==> src/rtl/ptqi_pkg.sv <==
// Shared types and constants of the profile table interpolation unit.
package ptqi_pkg;

    localparam int MAG_W   = 32;           // magnitude of a value or coordinate difference
    localparam int PROD_W  = 2 * MAG_W;    // numerator / denominator products
    localparam int TERM_W  = MAG_W + PROD_W; // column value times numerator
    localparam int QUOT_W  = 61;           // quotient, capped at 2^60
    localparam int CAP_BIT = 60;
    localparam int MIN_NODES = 4;

    typedef enum logic [1:0] {
        OP_WRITE  = 2'd0,
        OP_READ   = 2'd1,
        OP_INTERP = 2'd2,
        OP_NOP    = 2'd3
    } opcode_t;

    typedef enum logic [1:0] {
        ST_OK       = 2'd0,
        ST_FEW      = 2'd1,
        ST_ZERO_DEN = 2'd2,
        ST_RANGE    = 2'd3
    } status_t;

endpackage

==> src/rtl/ptqi_div.sv <==
// Restoring divider, one quotient bit per cycle; quotient capped at 2^60.
module ptqi_div (
    input  logic                        clk,
    input  logic                        rst_n,
    input  logic                        start,
    input  logic [ptqi_pkg::TERM_W-1:0] dividend,
    input  logic [ptqi_pkg::PROD_W-1:0] divisor,
    output logic                        done,
    output logic [ptqi_pkg::QUOT_W-1:0] quot
);
    import ptqi_pkg::*;

    localparam int CNT_W = $clog2(TERM_W + 1);

    logic [TERM_W-1:0] num_reg;
    logic [PROD_W-1:0] den_reg;
    logic [PROD_W-1:0] rem_reg;
    logic [QUOT_W-1:0] q_reg;
    logic              ovf_reg;
    logic [CNT_W-1:0]  cnt_reg;
    logic              busy_reg;
    logic              done_reg;
    logic [PROD_W:0]   trial;
    logic [PROD_W:0]   diff;
    logic              ge;

    assign trial = {rem_reg, num_reg[TERM_W-1]};
    assign diff  = trial - {1'b0, den_reg};
    assign ge    = trial >= {1'b0, den_reg};

    always_ff @(posedge clk or negedge rst_n)
    begin
        if (!rst_n)
        begin
            busy_reg <= 1'b0;
            done_reg <= 1'b0;
            cnt_reg  <= '0;
        end
        else
        begin
            done_reg <= 1'b0;
            if (start)
            begin
                busy_reg <= 1'b1;
                cnt_reg  <= CNT_W'(TERM_W);
            end
            else if (busy_reg)
            begin
                cnt_reg <= cnt_reg - 1'b1;
                if (cnt_reg == CNT_W'(1))
                begin
                    busy_reg <= 1'b0;
                    done_reg <= 1'b1;
                end
            end
        end
    end

    always_ff @(posedge clk)
    begin
        if (start)
        begin
            num_reg <= dividend;
            den_reg <= divisor;
            rem_reg <= '0;
            q_reg   <= '0;
            ovf_reg <= 1'b0;
        end
        else if (busy_reg)
        begin
            num_reg <= {num_reg[TERM_W-2:0], 1'b0};
            rem_reg <= ge ? diff[PROD_W-1:0] : trial[PROD_W-1:0];
            q_reg   <= {q_reg[QUOT_W-2:0], ge};
            ovf_reg <= ovf_reg | q_reg[CAP_BIT];
        end
    end

    // once the running quotient reaches 2^60 the answer is the cap
    assign quot = (ovf_reg || q_reg[CAP_BIT]) ? (QUOT_W'(1) << CAP_BIT) : q_reg;
    assign done = done_reg;
endmodule

==> config.mk <==
export PLATFORM = sky130hd
export DESIGN_NAME = ptqi_div
export DESIGN_NICKNAME = d
export VERILOG_FILES = /design/src/rtl/ptqi_pkg.sv /design/src/rtl/ptqi_div.sv
export SDC_FILE = /design/constraint.sdc
export NUM_CORES = 1
export LEC_CHECK = 0
export BUFFER_PORTS_ARGS = -buffer_cell sky130_fd_sc_hd__buf_2
export CORE_MARGIN = 2
export CORE_UTILIZATION = 63
export DETAILED_ROUTE_END_ITERATION = 7
export PLACE_DENSITY_LB_ADDON = 0.15
export REMOVE_ABC_BUFFERS = 1
export SYNTH_ARGS = -nofsm -noshare
export SYNTH_HDL_FRONTEND = slang
export SYNTH_SLANG_ARGS = --single-unit
==> constraint.sdc <==
create_clock -name clk -period 9.35 [get_ports clk]
set_clock_uncertainty 0.15 [all_clocks]
set_input_delay 1.4025 -clock clk [delete_from_list [all_inputs] [get_ports clk]]
set_output_delay 1.4025 -clock clk [all_outputs]
set_load 0.02 [all_outputs]
==> results.py <==
metrics = {
    "worst_setup_path": {
        "critical_path_peak_fanout": 69,
        "timing.critical_path.slowest_cell_delay_ps": 640,
        "start_kind": "flip-flop",
        "regToRegSetupSlack_ps": 5390,
        "r2r-end": "rem_reg[0]",
        "worstSetupStartpoint": "den_reg[33]",
        "cp_cell_sequence": "inv_1 > ha_1 > nand4_1 > or4_1 > nor2_2 > nand3_1 > o21bai_1 > nor3_1 > o211ai_2 > nand2_4 > mux2_1 > a211oi_1",
        "critical_path.slowest_cell": "sky130_fd_sc_hd__nand2_4",
        "setup.worst_path.class": "reg -> reg",
        "path_delay_family": "simple AND/OR/NAND/NOR gates",
        "cp_data_arrival_time_ps": 4300,
        "r2r_cells": 12,
        "endpoint_kind": "flip-flop",
        "worstReg2RegStart": "den_reg[33]",
        "stages_on_the_worst_setup_path": 12,
        "combined_buffer_and_inverter_count_along_the_critical_path": 1,
        "critPathRequiredTime_ps": 9690,
    },
    "synth": {
        "number_of_flops_mapped_to_enable_cells_by_yosys": 160,
        "ys_seq_area_share_pct": 47.64,
        "synth_top_cell_by_area": "sky130_fd_sc_hd__edfxtp_1",
        "largest_cells_by_area_after_synthesis": "sky130_fd_sc_hd__edfxtp_1, sky130_fd_sc_hd__dfxtp_1, sky130_fd_sc_hd__mux2i_1",
        "async_flop_share_pct": 3.051,
        "synthTopCellsByCount": "sky130_fd_sc_hd__edfxtp_1, sky130_fd_sc_hd__nor2_1, sky130_fd_sc_hd__dfxtp_1",
        "postSynthRegisterBits": 295,
        "post-synth-top-area-fraction_pct": 30.31,
        "ys_dominant_reg_cell": "sky130_fd_sc_hd__edfxtp_1",
        "avgSynthCellArea_sq_um": 10.47,
        "synth_area_sq_um": 15850,
        "synth_warnings": 0,
        "yosys.cell_count.top_type": "sky130_fd_sc_hd__edfxtp_1",
        "ys_types": 80,
        "synth_cells": 1514,
    },
    "cells_and_area": {
        "drive_gt1_share_pct": 22.73,
        "fillerInstances": 1811,
        "register_area_sq_um": 7556,
        "design.final.nets": 1921,
        "layout.core_utilization_pct": 72.57,
        "multiInputGateArea_sq_um": 7609,
        "layout-area-overhead-vs-synth_pct": 14.29,
        "largest_register_ffs": 96,
    },
    "drt": {
        "detail_route.wirelength_microns": 35270,
        "route.antenna.remaining_nets": 0,
        "drt-pass1-iter-count": 6,
        "drtIter0Drc": 733,
        "avgViaCountPerCell": 5.708,
        "route.detailed.drc": 0,
        "dr_total_vias": 11730,
        "detail_route.wl_per_cell_microns": 17.17,
    },
    "clock_tree": {
        "cts_post_setup_buffers_inserted": 0,
        "cts-root-to-sink-buffers": 3,
        "clock_buffer_count_from_cts": 31,
        "cts_tree": "built",
        "cts_num_sinks": 295,
        "cts-resized-gates": 0,
        "clkLatencyLatePin_ps": 570,
        "htree_num_levels": 1,
        "clk_root_buffer_cell": "sky130_fd_sc_hd__clkbuf_16",
        "ctsHoldBuffers": 0,
        "clkTransAtPathRegs_ps": 60,
    },
    "grt": {
        "antenna_found_initial": 14,
        "grt.total_usage_pct": 26.49,
        "grt_pass1_vias": 11650,
        "global_route_wire_length_before_repair_microns": 57100,
        "largest_net_degree_at_the_start_of_global_routing": 183,
        "grt_overflow_total": 0,
    },
    "power": {
        "p_seq_share_pct": 50.0,
        "cellLeakagePower_uw": 0.008502,
        "power_frac_comb_pct": 8.9,
        "p_clk_share_pct": 41.0,
        "power_switching_share_pct": 22.92,
        "power.net_switching_uw": 676.7,
        "p_int_uw": 2276,
        "p_per_area_nw_per_um2": 163.0,
        "highest_ir_drop_seen_on_vdd_mv": 0.1517,
    },
    "hold_path": {
        "whs_endpoint": "rem_reg[55]",
        "hold_path.startpoint": "rem_reg[55]",
        "hold_class": "reg -> reg",
        "whs_path_depth": 2,
    },
    "sta": {
        "worst_pin_slew_ps": 1129,
        "grt_setup_unrepaired": "no",
        "worst_slew_margin_rel_pct": 24.76,
        "final_period_minus_worst_setup_slack_ps": 3963,
        "finalHoldWorstSlack_ps": 324.5,
        "final_max_slew_viol_count": 0,
        "timing.final.setup_violations": 0,
        "tns_ps": 0,
        "fmax_mhz": 252.3,
        "post-route-period-util_pct": 42.39,
        "hold_violations": 0,
    },
    "placed_design": {
        "dp_hpwl_microns": 24360,
        "placement.io_buffers": 224,
        "globalplace.congestion": 0.9383,
    },
    "floorplan": {
        "fp.dieH_microns": 162.6,
        "design.core.area_sq_um": 24960,
        "number_of_ports_placed_on_the_die_boundary": 225,
        "core.rowCount": 58,
        "floorplan.die_area_sq_um": 26450,
        "die_w_microns": 162.6,
        "initial_utilization_pct": 63.50,
    },
    "job": {
        "cap_viol_max_count": 0,
    },
    "status": {
        "run_status": "complete, no violations",
    },
}
-- power by group through the flow --
stage	Combinational, uW	Sequential (uW)	Clock, uW
3_3_place_gp	255	1500	0
2_1_floorplan	172	1490	0
4_1_cts	264	1480	1240
5_1_grt	294	1480	1280
3_5_place_dp	262	1500	0
6_report	264	1480	1210
-- worst max-delay path by stage --
stage                        to  slack (ps)
floorplan            num_reg[0]        1760
global placement    num_reg[38]        5390
detailed placement  num_reg[38]        5340
CTS                  rem_reg[0]        5370
global route         rem_reg[0]        5090
finish               rem_reg[0]        5390
-- cell usage in the layout, fill, tap and decap left out, types with 7 or more instances in the layout --
| cell | count |
|---|---|
| sky130_fd_sc_hd__nand4_1 | 27 |
| sky130_fd_sc_hd__a21o_1 | 27 |
| sky130_fd_sc_hd__o21ai_0 | 44 |
| sky130_fd_sc_hd__o21bai_1 | 13 |
| sky130_fd_sc_hd__nand2b_1 | 11 |
| sky130_fd_sc_hd__diode_2 | 8 |
| sky130_fd_sc_hd__nor3_1 | 19 |
| sky130_fd_sc_hd__a211oi_1 | 53 |
| sky130_fd_sc_hd__mux2_2 | 95 |
| sky130_fd_sc_hd__and2_1 | 64 |
| sky130_fd_sc_hd__a31oi_1 | 10 |
| sky130_fd_sc_hd__dfrtp_1 | 8 |
| sky130_fd_sc_hd__nand2_1 | 66 |
| sky130_fd_sc_hd__clkbuf_16 | 31 |
| sky130_fd_sc_hd__buf_2 | 223 |
| sky130_fd_sc_hd__ha_1 | 66 |
| sky130_fd_sc_hd__nor2b_1 | 12 |
| sky130_fd_sc_hd__edfxtp_1 | 160 |
| sky130_fd_sc_hd__dfxtp_1 | 126 |
| sky130_fd_sc_hd__o21ai_1 | 17 |
| sky130_fd_sc_hd__a32oi_1 | 10 |
| sky130_fd_sc_hd__nand3_1 | 15 |
| sky130_fd_sc_hd__inv_1 | 87 |
| sky130_fd_sc_hd__a21oi_1 | 78 |
| sky130_fd_sc_hd__nor2_1 | 157 |
| sky130_fd_sc_hd__xnor2_1 | 33 |
| sky130_fd_sc_hd__clkbuf_1 | 9 |
| sky130_fd_sc_hd__mux2i_1 | 108 |
| sky130_fd_sc_hd__xor2_1 | 29 |
| sky130_fd_sc_hd__clkinv_1 | 7 |
-- per-layer routing --
layer  vias up  wire [microns]  GRT usage, %
met2       352           15910         42.61
li1       5826               -             -
met5         -              42             0
met1      5455           15150         33.92
met3        84            2890         8.225
met4         8            1283         9.574
-- area by class of cell --
type                       instances  area share, %
multi-input combinational       1044          42.00
sequential                       295          41.71
timing repair buffer             231          6.602
clock buffer                      41          4.544
tap                              330          2.279
inverter                          88          1.830
clock inverter                    17         0.9323
antenna                            8         0.1105
-- metrics by stage --
stage	cell area [sq um]	cells	total power (uW)	worst slack, ps
finish	18120	2054	2952	5387
global route	18110	2050	3056	5091
CTS	18100	2046	2976	5367
detailed placement	17110	1988	1765	5344
global placement	17110	1988	1757	5385
floorplan	15480	1427	1666	1756
-- logic make-up after synthesis --
kind of cell    Yosys count  share of synthesized area (%)
flops                   295                          47.64
fa+ha+maj                67                          5.336
xor+xnor                 62                          3.426
compound gates          304                          13.08
buf+inv                 175                          4.404
simple gates            406                          12.40
mux                     205                          13.71
-- worst reg2reg max path, delay by kind of cell (launching register included) --
kind            cells  cell delay [ps]
fa+ha+maj           1              450
mux                 1              590
simple gates        6             1790
flops               1              330
buf+inv             1               60
compound gates      3              510
(Power assumes the default switching activity.)
