--- src/rtl/ptqi_pkg.sv ---
// Shared types and constants of the profile table interpolation unit.
package ptqi_pkg;

    localparam int MAG_W   = 32;           // magnitude of a value or coordinate difference
    localparam int PROD_W  = 2 * MAG_W;    // numerator / denominator products
    localparam int TERM_W  = MAG_W + PROD_W; // column value times numerator
    localparam int QUOT_W  = 61;           // quotient, capped at 2^60
    localparam int CAP_BIT = 60;
    localparam int MIN_NODES = 4;

    typedef enum logic [1:0] {
        OP_WRITE  = 2'd0,
        OP_READ   = 2'd1,
        OP_INTERP = 2'd2,
        OP_NOP    = 2'd3
    } opcode_t;

    typedef enum logic [1:0] {
        ST_OK       = 2'd0,
        ST_FEW      = 2'd1,
        ST_ZERO_DEN = 2'd2,
        ST_RANGE    = 2'd3
    } status_t;

endpackage

--- src/rtl/ptqi_mul.sv ---
// Shift-add multiplier, one multiplier bit per cycle.
module ptqi_mul (
    input  logic                       clk,
    input  logic                       rst_n,
    input  logic                       start,
    input  logic [ptqi_pkg::MAG_W-1:0] a,
    input  logic [ptqi_pkg::PROD_W-1:0] b,
    output logic                       done,
    output logic [ptqi_pkg::TERM_W-1:0] prod
);
    import ptqi_pkg::*;

    localparam int CNT_W = $clog2(MAG_W + 1);

    logic [TERM_W-1:0] p_reg;
    logic [PROD_W-1:0] b_reg;
    logic [CNT_W-1:0]  cnt_reg;
    logic              busy_reg;
    logic              done_reg;
    logic [PROD_W:0]   upper;

    assign upper = {1'b0, p_reg[TERM_W-1:MAG_W]} + (p_reg[0] ? {1'b0, b_reg} : '0);

    always_ff @(posedge clk or negedge rst_n)
    begin
        if (!rst_n)
        begin
            busy_reg <= 1'b0;
            done_reg <= 1'b0;
            cnt_reg  <= '0;
        end
        else
        begin
            done_reg <= 1'b0;
            if (start)
            begin
                busy_reg <= 1'b1;
                cnt_reg  <= CNT_W'(MAG_W);
            end
            else if (busy_reg)
            begin
                cnt_reg <= cnt_reg - 1'b1;
                if (cnt_reg == CNT_W'(1))
                begin
                    busy_reg <= 1'b0;
                    done_reg <= 1'b1;
                end
            end
        end
    end

    always_ff @(posedge clk)
    begin
        if (start)
        begin
            p_reg <= {{PROD_W{1'b0}}, a};
            b_reg <= b;
        end
        else if (busy_reg)
        begin
            p_reg <= {upper, p_reg[MAG_W-1:1]};
        end
    end

    assign done = done_reg;
    assign prod = p_reg;
endmodule

--- config.mk ---
export PLATFORM = sky130hd
export DESIGN_NAME = ptqi_mul
export DESIGN_NICKNAME = d
export VERILOG_FILES = /design/src/rtl/ptqi_pkg.sv /design/src/rtl/ptqi_mul.sv
export SDC_FILE = /design/constraint.sdc
export NUM_CORES = 1
export LEC_CHECK = 0
export ABC_AREA = 1
export BUFFER_PORTS_ARGS = -buffer_cell sky130_fd_sc_hd__buf_2
export CAP_MARGIN = 30
export CORE_MARGIN = 1.5
export CORE_UTILIZATION = 45
export DETAILED_ROUTE_END_ITERATION = 7
export PLACE_DENSITY_LB_ADDON = 0.25
export SYNTH_ARGS = -nofsm -noshare
export SYNTH_HDL_FRONTEND = slang
export SYNTH_SLANG_ARGS = --single-unit
--- constraint.sdc ---
create_clock -name clk -period 4.18 [get_ports clk]
set_input_delay 0.209 -clock clk [delete_from_list [all_inputs] [get_ports clk]]
set_output_delay 0.209 -clock clk [all_outputs]
set_load 0.005 [all_outputs]
==> flow_summary.yaml, run 1 <==
setup_path:
  worstSetupPathType: "flip-flop to flip-flop"
  end_kind: "flip-flop"
  cp.required_ns: 4.53
  arrival_ns: 3.15
  start_kind: "flip-flop"
  path_max_fanout: 32
clock_tree:
  clkTransAtPathRegs_ns: 0.09
  cts_resized: 0
  numCtsBuffers: 17
  cts_tree: "built"
  cts.sinks: 168
  post_cts.repair.setup_buffers: 0
  ctsRootBufferMaster: "clkbuf_16"
  insertion_delay_ns: 0.46
  clk_path_buf_depth: 2
  htree_num_levels: 4
synth:
  synth_top_area_frac: 0.262
  ys_top_cells_by_area: "nand2_1, edfxtp_1, inv_1"
  avgSynthCellArea_sq_um: 6.38
  synth_ff_type: "edfxtp_1"
  synth_area_leader_cell: "nand2_1"
  synth_cell_types: 36
  synthArstFlopShare: 0.0476
  syn-num-nets: 2050
  yosys_warnings: 0
  seq_area_frac_synth: 0.363
  synth_cells: 1884
  ys_seq_elements: 168
  syn_area_sq_um: 12000
  synth_edf_count: 96
finish:
  seq_area_sq_um: 4360
  largest_reg_flops: 96
  fin_cells: 2491
  area_growth_pct: 22.2
  multi_input_area_sq_um: 6090
  drive_above_1_share: 0.142
  fillCellCount: 2656
  final_nets: 2309
  num_antenna_cells: 0
floorplan:
  dieWidth_microns: 166
  rows: 59
  start_util: 0.460
  fp.dieH_microns: 166
  io_pins: 196
  die_area_sq_um: 27700
  core_area_sq_um: 26100
global_route:
  grt_max_degree: 61
  track_usage: 0.288
  antenna_found_initial: 0
  grt_pass1_wl_microns: 61500
  grt_pass1_vias: 11300
  grt-ovfl-total: 0
drt:
  wirelength_microns: 39400
  drtAntennaViolNets: 0
  viasPerCell: 4.87
  drc: 17
  drt_pass1_iterations: 8
  wire_per_inst_microns: 15.8
  drt_iter0_drc: 1022
  dr_total_vias: 12100
min_path:
  hold_class: "primary input to flip-flop"
timing:
  relSlewSlack: 0.408
  finClkSkew_ns: 0.0273
  worstMarginPinSlew_ns: 0.887
  period_needed_ns: 2.80
  finalCritPeriodShare: 0.670
  rsz0062_at_grt: "false"
  tns_ns: 0
  final_hold_viol_count: 0
  report.final.setup_viol: 0
  slew_viol_final: 0
  max_freq_mhz: 357
power_and_ir_drop:
  power.leakage_nw: 8.61
  power_density_nw_per_um2: 377
  ir_worst_vdd_mv: 0.243
  power_mw: 5.54
run_status:
  status: "finished with violations"
  violations: "DRC"
placement:
  dpl.cell_count: 2394
  gp_congestion: 0.993
  io_buffers: 195
  hpwl_microns: 30600
job:
  drv_cap: 0
-- report_power, final --
part | internal [mW] | total (mW) | switching [mW]
Clock | 0.824 | 1.70 | 0.876
Sequential | 1.99 | 2.16 | 0.178
Combinational | 0.625 | 1.68 | 1.05
-- what timing repair did --
action | in CTS | in global routing
endpoints found under the hold margin | 72 | 0
hold buffers | 65 | 0
setup endpoints to repair | 0 | 0
-- synthesized netlist by cell type, types with 4 or more instances --
cell and n:
a32o_1 6, nand3b_1 8, buf_2 4, o21ai_0 35
nor2_2 19, nor3_1 10, nor2_1 100, nor3_2 4
nand2_2 22, edfxtp_1 96, nand3_1 77, nand4_1 12
or2_2 6, inv_2 6, dfxtp_1 64, a21oi_1 70
nand2_1 838, nand3_2 10, clkbuf_1 21, ha_1 66
inv_1 382, dfrtp_1 8
-- kinds of logic (layout without fill, tap and decap cells) --
group                    count (synthesis)  in the layout  share of synthesized area
buffers and inverters                  418            690                      0.131
XOR/XNOR                                 3              3                    0.00219
AO/OA/AOI/OAI                          115            115                     0.0512
adder cells (fa/ha/maj)                 67             67                     0.0704
flip-flops                             168            168                      0.363
AND/OR/NAND/NOR                       1113           1113                      0.382
-- area by class of cell --
class | instances | area share
clock buffer | 17 | 0.0290
clock inverter | 15 | 0.0135
inverter | 390 | 0.0997
multi-input combinational | 1298 | 0.415
sequential | 168 | 0.297
tap | 335 | 0.0285
timing repair buffer | 268 | 0.118
-- per-layer routing --
layer  vias up  GRT usage  part of all wire
met5         -          0                 0
met3        55     0.0478             0.080
met4         0     0.0893             0.026
met1      5375      0.416              0.47
li1       6245          -                 -
met2       454      0.439              0.42
-- metrics by stage --
stage	setup WS (ns)	util	hold WS, ns	cell area [sq um]
5_1_grt	1.21	0.562	0.0145	14700
3_3_place_gp	1.43	0.511	0.0753	13400
6_report	1.38	0.562	0.0112	14700
2_1_floorplan	1.88	-	-0.0866	12000
3_5_place_dp	1.45	0.513	0.0770	13400
4_1_cts	1.43	0.562	0.00744	14700
-- worst max-delay path, cell delays in order, from the launching register on --
cell and delay [ns]:
edfxtp_1 0.38, buf_4 0.26, nand2_1 0.12, inv_1 0.07
ha_1 0.39, nand2_1 0.13, nor2_1 0.33, nand2_1 0.18
nor2_1 0.12, nand2_1 0.08, nand3_2 0.14, nand3_1 0.20
nand2_1 0.11, nand2_1 0.05, nand3_1 0.07, nand2_1 0.06
-- layout by cell type, fill, tap and decap left out, drive strengths merged, types with 2 or more instances in the layout --
cell type,count
a21oi,70
a32o,6
and2,2
buf,203
clkbuf,17
clkinv,9
dfrtp,8
dfxtp,64
dlygate4sd3,65
edfxtp,96
ha,66
inv,395
nand2,860
nand3,87
nand3b,8
nand4,12
nor2,120
nor3,15
nor4,2
o21ai,35
or2,6
xnor2,3
-- path summary, 6_finish.rpt --
check                      startpoint          to  slack, ns  cells past startpoint
hold reg to reg              prod[66]    prod[66]       0.47                      2
setup / recovery              prod[0]    prod[70]       1.38                     15
hold / removal                  a[19]    prod[19]       0.01                      3
setup reg to reg              prod[0]    prod[70]       1.38                     15
min in group asynchronous       rst_n  cnt_reg[3]       0.15                      2
max in group asynchronous       rst_n  cnt_reg[5]       3.84                      2
Power figures use the tool's default switching activity.
==> run 2: changes to the inputs <==
--- a/config.mk
+++ b/config.mk
@@ -5,7 +5,7 @@
 export SDC_FILE = /design/constraint.sdc
 export NUM_CORES = 1
 export LEC_CHECK = 0
-export ABC_AREA = 1
+export ABC_AREA = 0
 export BUFFER_PORTS_ARGS = -buffer_cell sky130_fd_sc_hd__buf_2
 export CAP_MARGIN = 30
 export CORE_MARGIN = 1.5
==> constraint.sdc (replaced) <==
create_clock -name clk -period 2.6 [get_ports clk]
set_input_delay 0.13 -clock clk [delete_from_list [all_inputs] [get_ports clk]]
set_output_delay 0.13 -clock clk [all_outputs]
set_load 0.005 [all_outputs]
==> flow_summary.yaml, run 2 <==
drt:
  wirelength_microns: 32200
  viasPerCell: 5.39
  drtAntennaViolNets: 0
  drt_iter0_drc: 485
  drt_pass1_iterations: 5
  drc: 0
  wire_per_inst_microns: 17.2
  dr_total_vias: 10100
setup_path:
  path_max_fanout: 20
  cp.required_ns: 2.94
  cp_top_family: "compound AO/OA/AOI/OAI gates"
  worstSetupPathType: "flip-flop to flip-flop"
  slowest_stage: "edfxtp_1"
  end_kind: "flip-flop"
  crit_path_max_incr_delay_ns: 0.44
  cp_num_buf_inv: 2
  start_kind: "flip-flop"
  arrival_ns: 3.60
  cp_cell_sequence: "buf_12, buf_12, and2_4, ha_4, a21oi_2, o21bai_1, a21o_1, a221o_1, a21o_1, a211o_1, o21a_1, or3_1, a32o_1"
placement:
  gp_congestion: 0.895
  hpwl_microns: 21700
  io_buffers: 195
  dpl.cell_count: 1721
synth:
  syn-num-nets: 1197
  synth_edf_count: 96
  synth_area_leader_cell: "edfxtp_1"
  seq_area_frac_synth: 0.429
  avgSynthCellArea_sq_um: 9.88
  synth_ff_type: "edfxtp_1"
  synth_cells: 1031
  ys_seq_elements: 168
  ys_top_cells_by_area: "edfxtp_1, dfxtp_1, ha_1"
  yosys_warnings: 0
  synthArstFlopShare: 0.0476
  synth_most_common_cell: "edfxtp_1"
  syn_area_sq_um: 10200
  synth_top_area_frac: 0.283
  synth_common_cells: "edfxtp_1, a21oi_1, nor2_1, nand2_1, and2_1"
  synth_cell_types: 71
timing:
  period_needed_ns: 3.26
  final_hold_viol_count: 0
  relSlewSlack: 0.455
  max_freq_mhz: 307
  worstMarginPinSlew_ns: 0.817
  report.final.setup_viol: 54
  slew_viol_final: 0
  fin_ws_ns: -0.658
  rsz0062_at_grt: "true"
  finClkSkew_ns: 0.0237
  tns_ns: -22.21
  finalCritPeriodShare: 1.25
global_route:
  grt_max_degree: 131
  track_usage: 0.264
  grt_pass1_vias: 10200
  grt_util_met2: 0.467
  grt_pass1_wl_microns: 50100
  grt_use_met3: 0.0465
  antenna_found_initial: 0
  met1_usage: 0.327
  grt-busiest-layer: "met2"
  grt-ovfl-total: 0
finish:
  mostFrequentLayoutCells: "buf_4, buf_2, edfxtp_1"
  final_nets: 1742
  num_antenna_cells: 0
  fin_cells: 1869
  final_common_cell: "buf_4"
  largest_reg_flops: 96
  drive_above_1_share: 0.447
  area_growth_pct: 59.8
clock_tree:
  cts_tree: "built"
  cts.sinks: 168
  clk_path_buf_depth: 2
  ctsRootBufferMaster: "clkbuf_16"
  numCtsBuffers: 17
  htree_num_levels: 4
  insertion_delay_ns: 0.45
  clkTransAtPathRegs_ns: 0.08
run_status:
  violations: "setup timing"
  status: "finished with violations"
job:
  drv_cap: 0
floorplan:
  dieWidth_microns: 153
  fp.dieH_microns: 153
  die_area_sq_um: 23500
  start_util: 0.462
  rows: 54
  io_pins: 196
  core_area_sq_um: 22000
min_path:
  hold_class: "primary input to flip-flop"
power_and_ir_drop:
  power_density_nw_per_um2: 820
  power.leakage_nw: 7.46
  ir_worst_vdd_mv: 0.418
## run 2: cell count changes after synthesis, sizes merged, moves of 18 or more
| cell | change |
|---|---|
| nand2 | -790 |
| clkbuf | +19 |
| and2 | +66 |
| nor2 | -47 |
| mux2i | +28 |
| mux2 | +32 |
| xnor2 | +27 |
| nand3 | -66 |
| inv | -364 |
| a21o | +41 |
| a21oi | +18 |
## run 2: routing by layer
metal	vias to the layer above	share of wire
met5	-	0
met2	306	0.50
met4	0	0.017
met3	44	0.052
met1	4813	0.43
li1	4908	-
## run 2: stage by stage
stage	setup slack (ns)	hold WS (ns)	power [mW]	utilization	cell area [sq um]
CTS	-0.636	0.00218	12.9	0.717	15800
global route	-0.769	0.00151	14.1	0.739	16300
finish	-0.658	0.00215	13.4	0.739	16300
floorplan	-0.528	-0.166	6.97	-	10600
global placement	-0.668	-0.00633	9.68	0.622	13700
detailed placement	-0.712	-0.00571	9.81	0.622	13700
## run 2: area by class of cell
class | count | area (sq um)
multi-input combinational | 783 | 6580
fill | 1512 | 5750
sequential | 168 | 4370
timing repair buffer | 582 | 4290
clock buffer | 17 | 425
tap | 280 | 350
clock inverter | 15 | 178
inverter | 24 | 90.1
## run 2: path summary, 6_finish.rpt
check,to,from,cells past startpoint,slack (ns)
hold reg to reg,prod[86],prod[86],2,0.47
hold / removal,prod[9],a[9],2,0.002
setup reg to reg,prod[87],prod[0],13,-0.66
max in group asynchronous,busy_reg,rst_n,2,2.31
setup / recovery,prod[87],prod[0],13,-0.66
min in group asynchronous,cnt_reg[1],rst_n,2,0.09
## run 2: timing repair
action,4_1_cts,5_1_grt
pin swaps,18,25
buffers inserted,9,12
gates cloned,2,2
gates resized for setup,80,75
hold endpoints to repair,101,1
hold buffers,92,1
endpoints found under the setup margin,54,57
## run 2: where the power goes
part	internal [mW]	switching (mW)	leakage [nW]
registers	3.38	0.446	1.59
clock network	1.30	1.31	0.284
logic	3.69	3.23	5.59
## run 2: logic make-up (layout without fill, tap and decap cells)
group | Yosys count | in the layout | share of synthesized area
adder cells (fa/ha/maj) | 67 | 67 | 0.0831
flip-flops | 168 | 168 | 0.429
buffers and inverters | 80 | 638 | 0.0313
multiplexers | 60 | 60 | 0.0629
XOR/XNOR | 47 | 47 | 0.0404
AND/OR/NAND/NOR | 324 | 324 | 0.165
AO/OA/AOI/OAI | 285 | 285 | 0.189
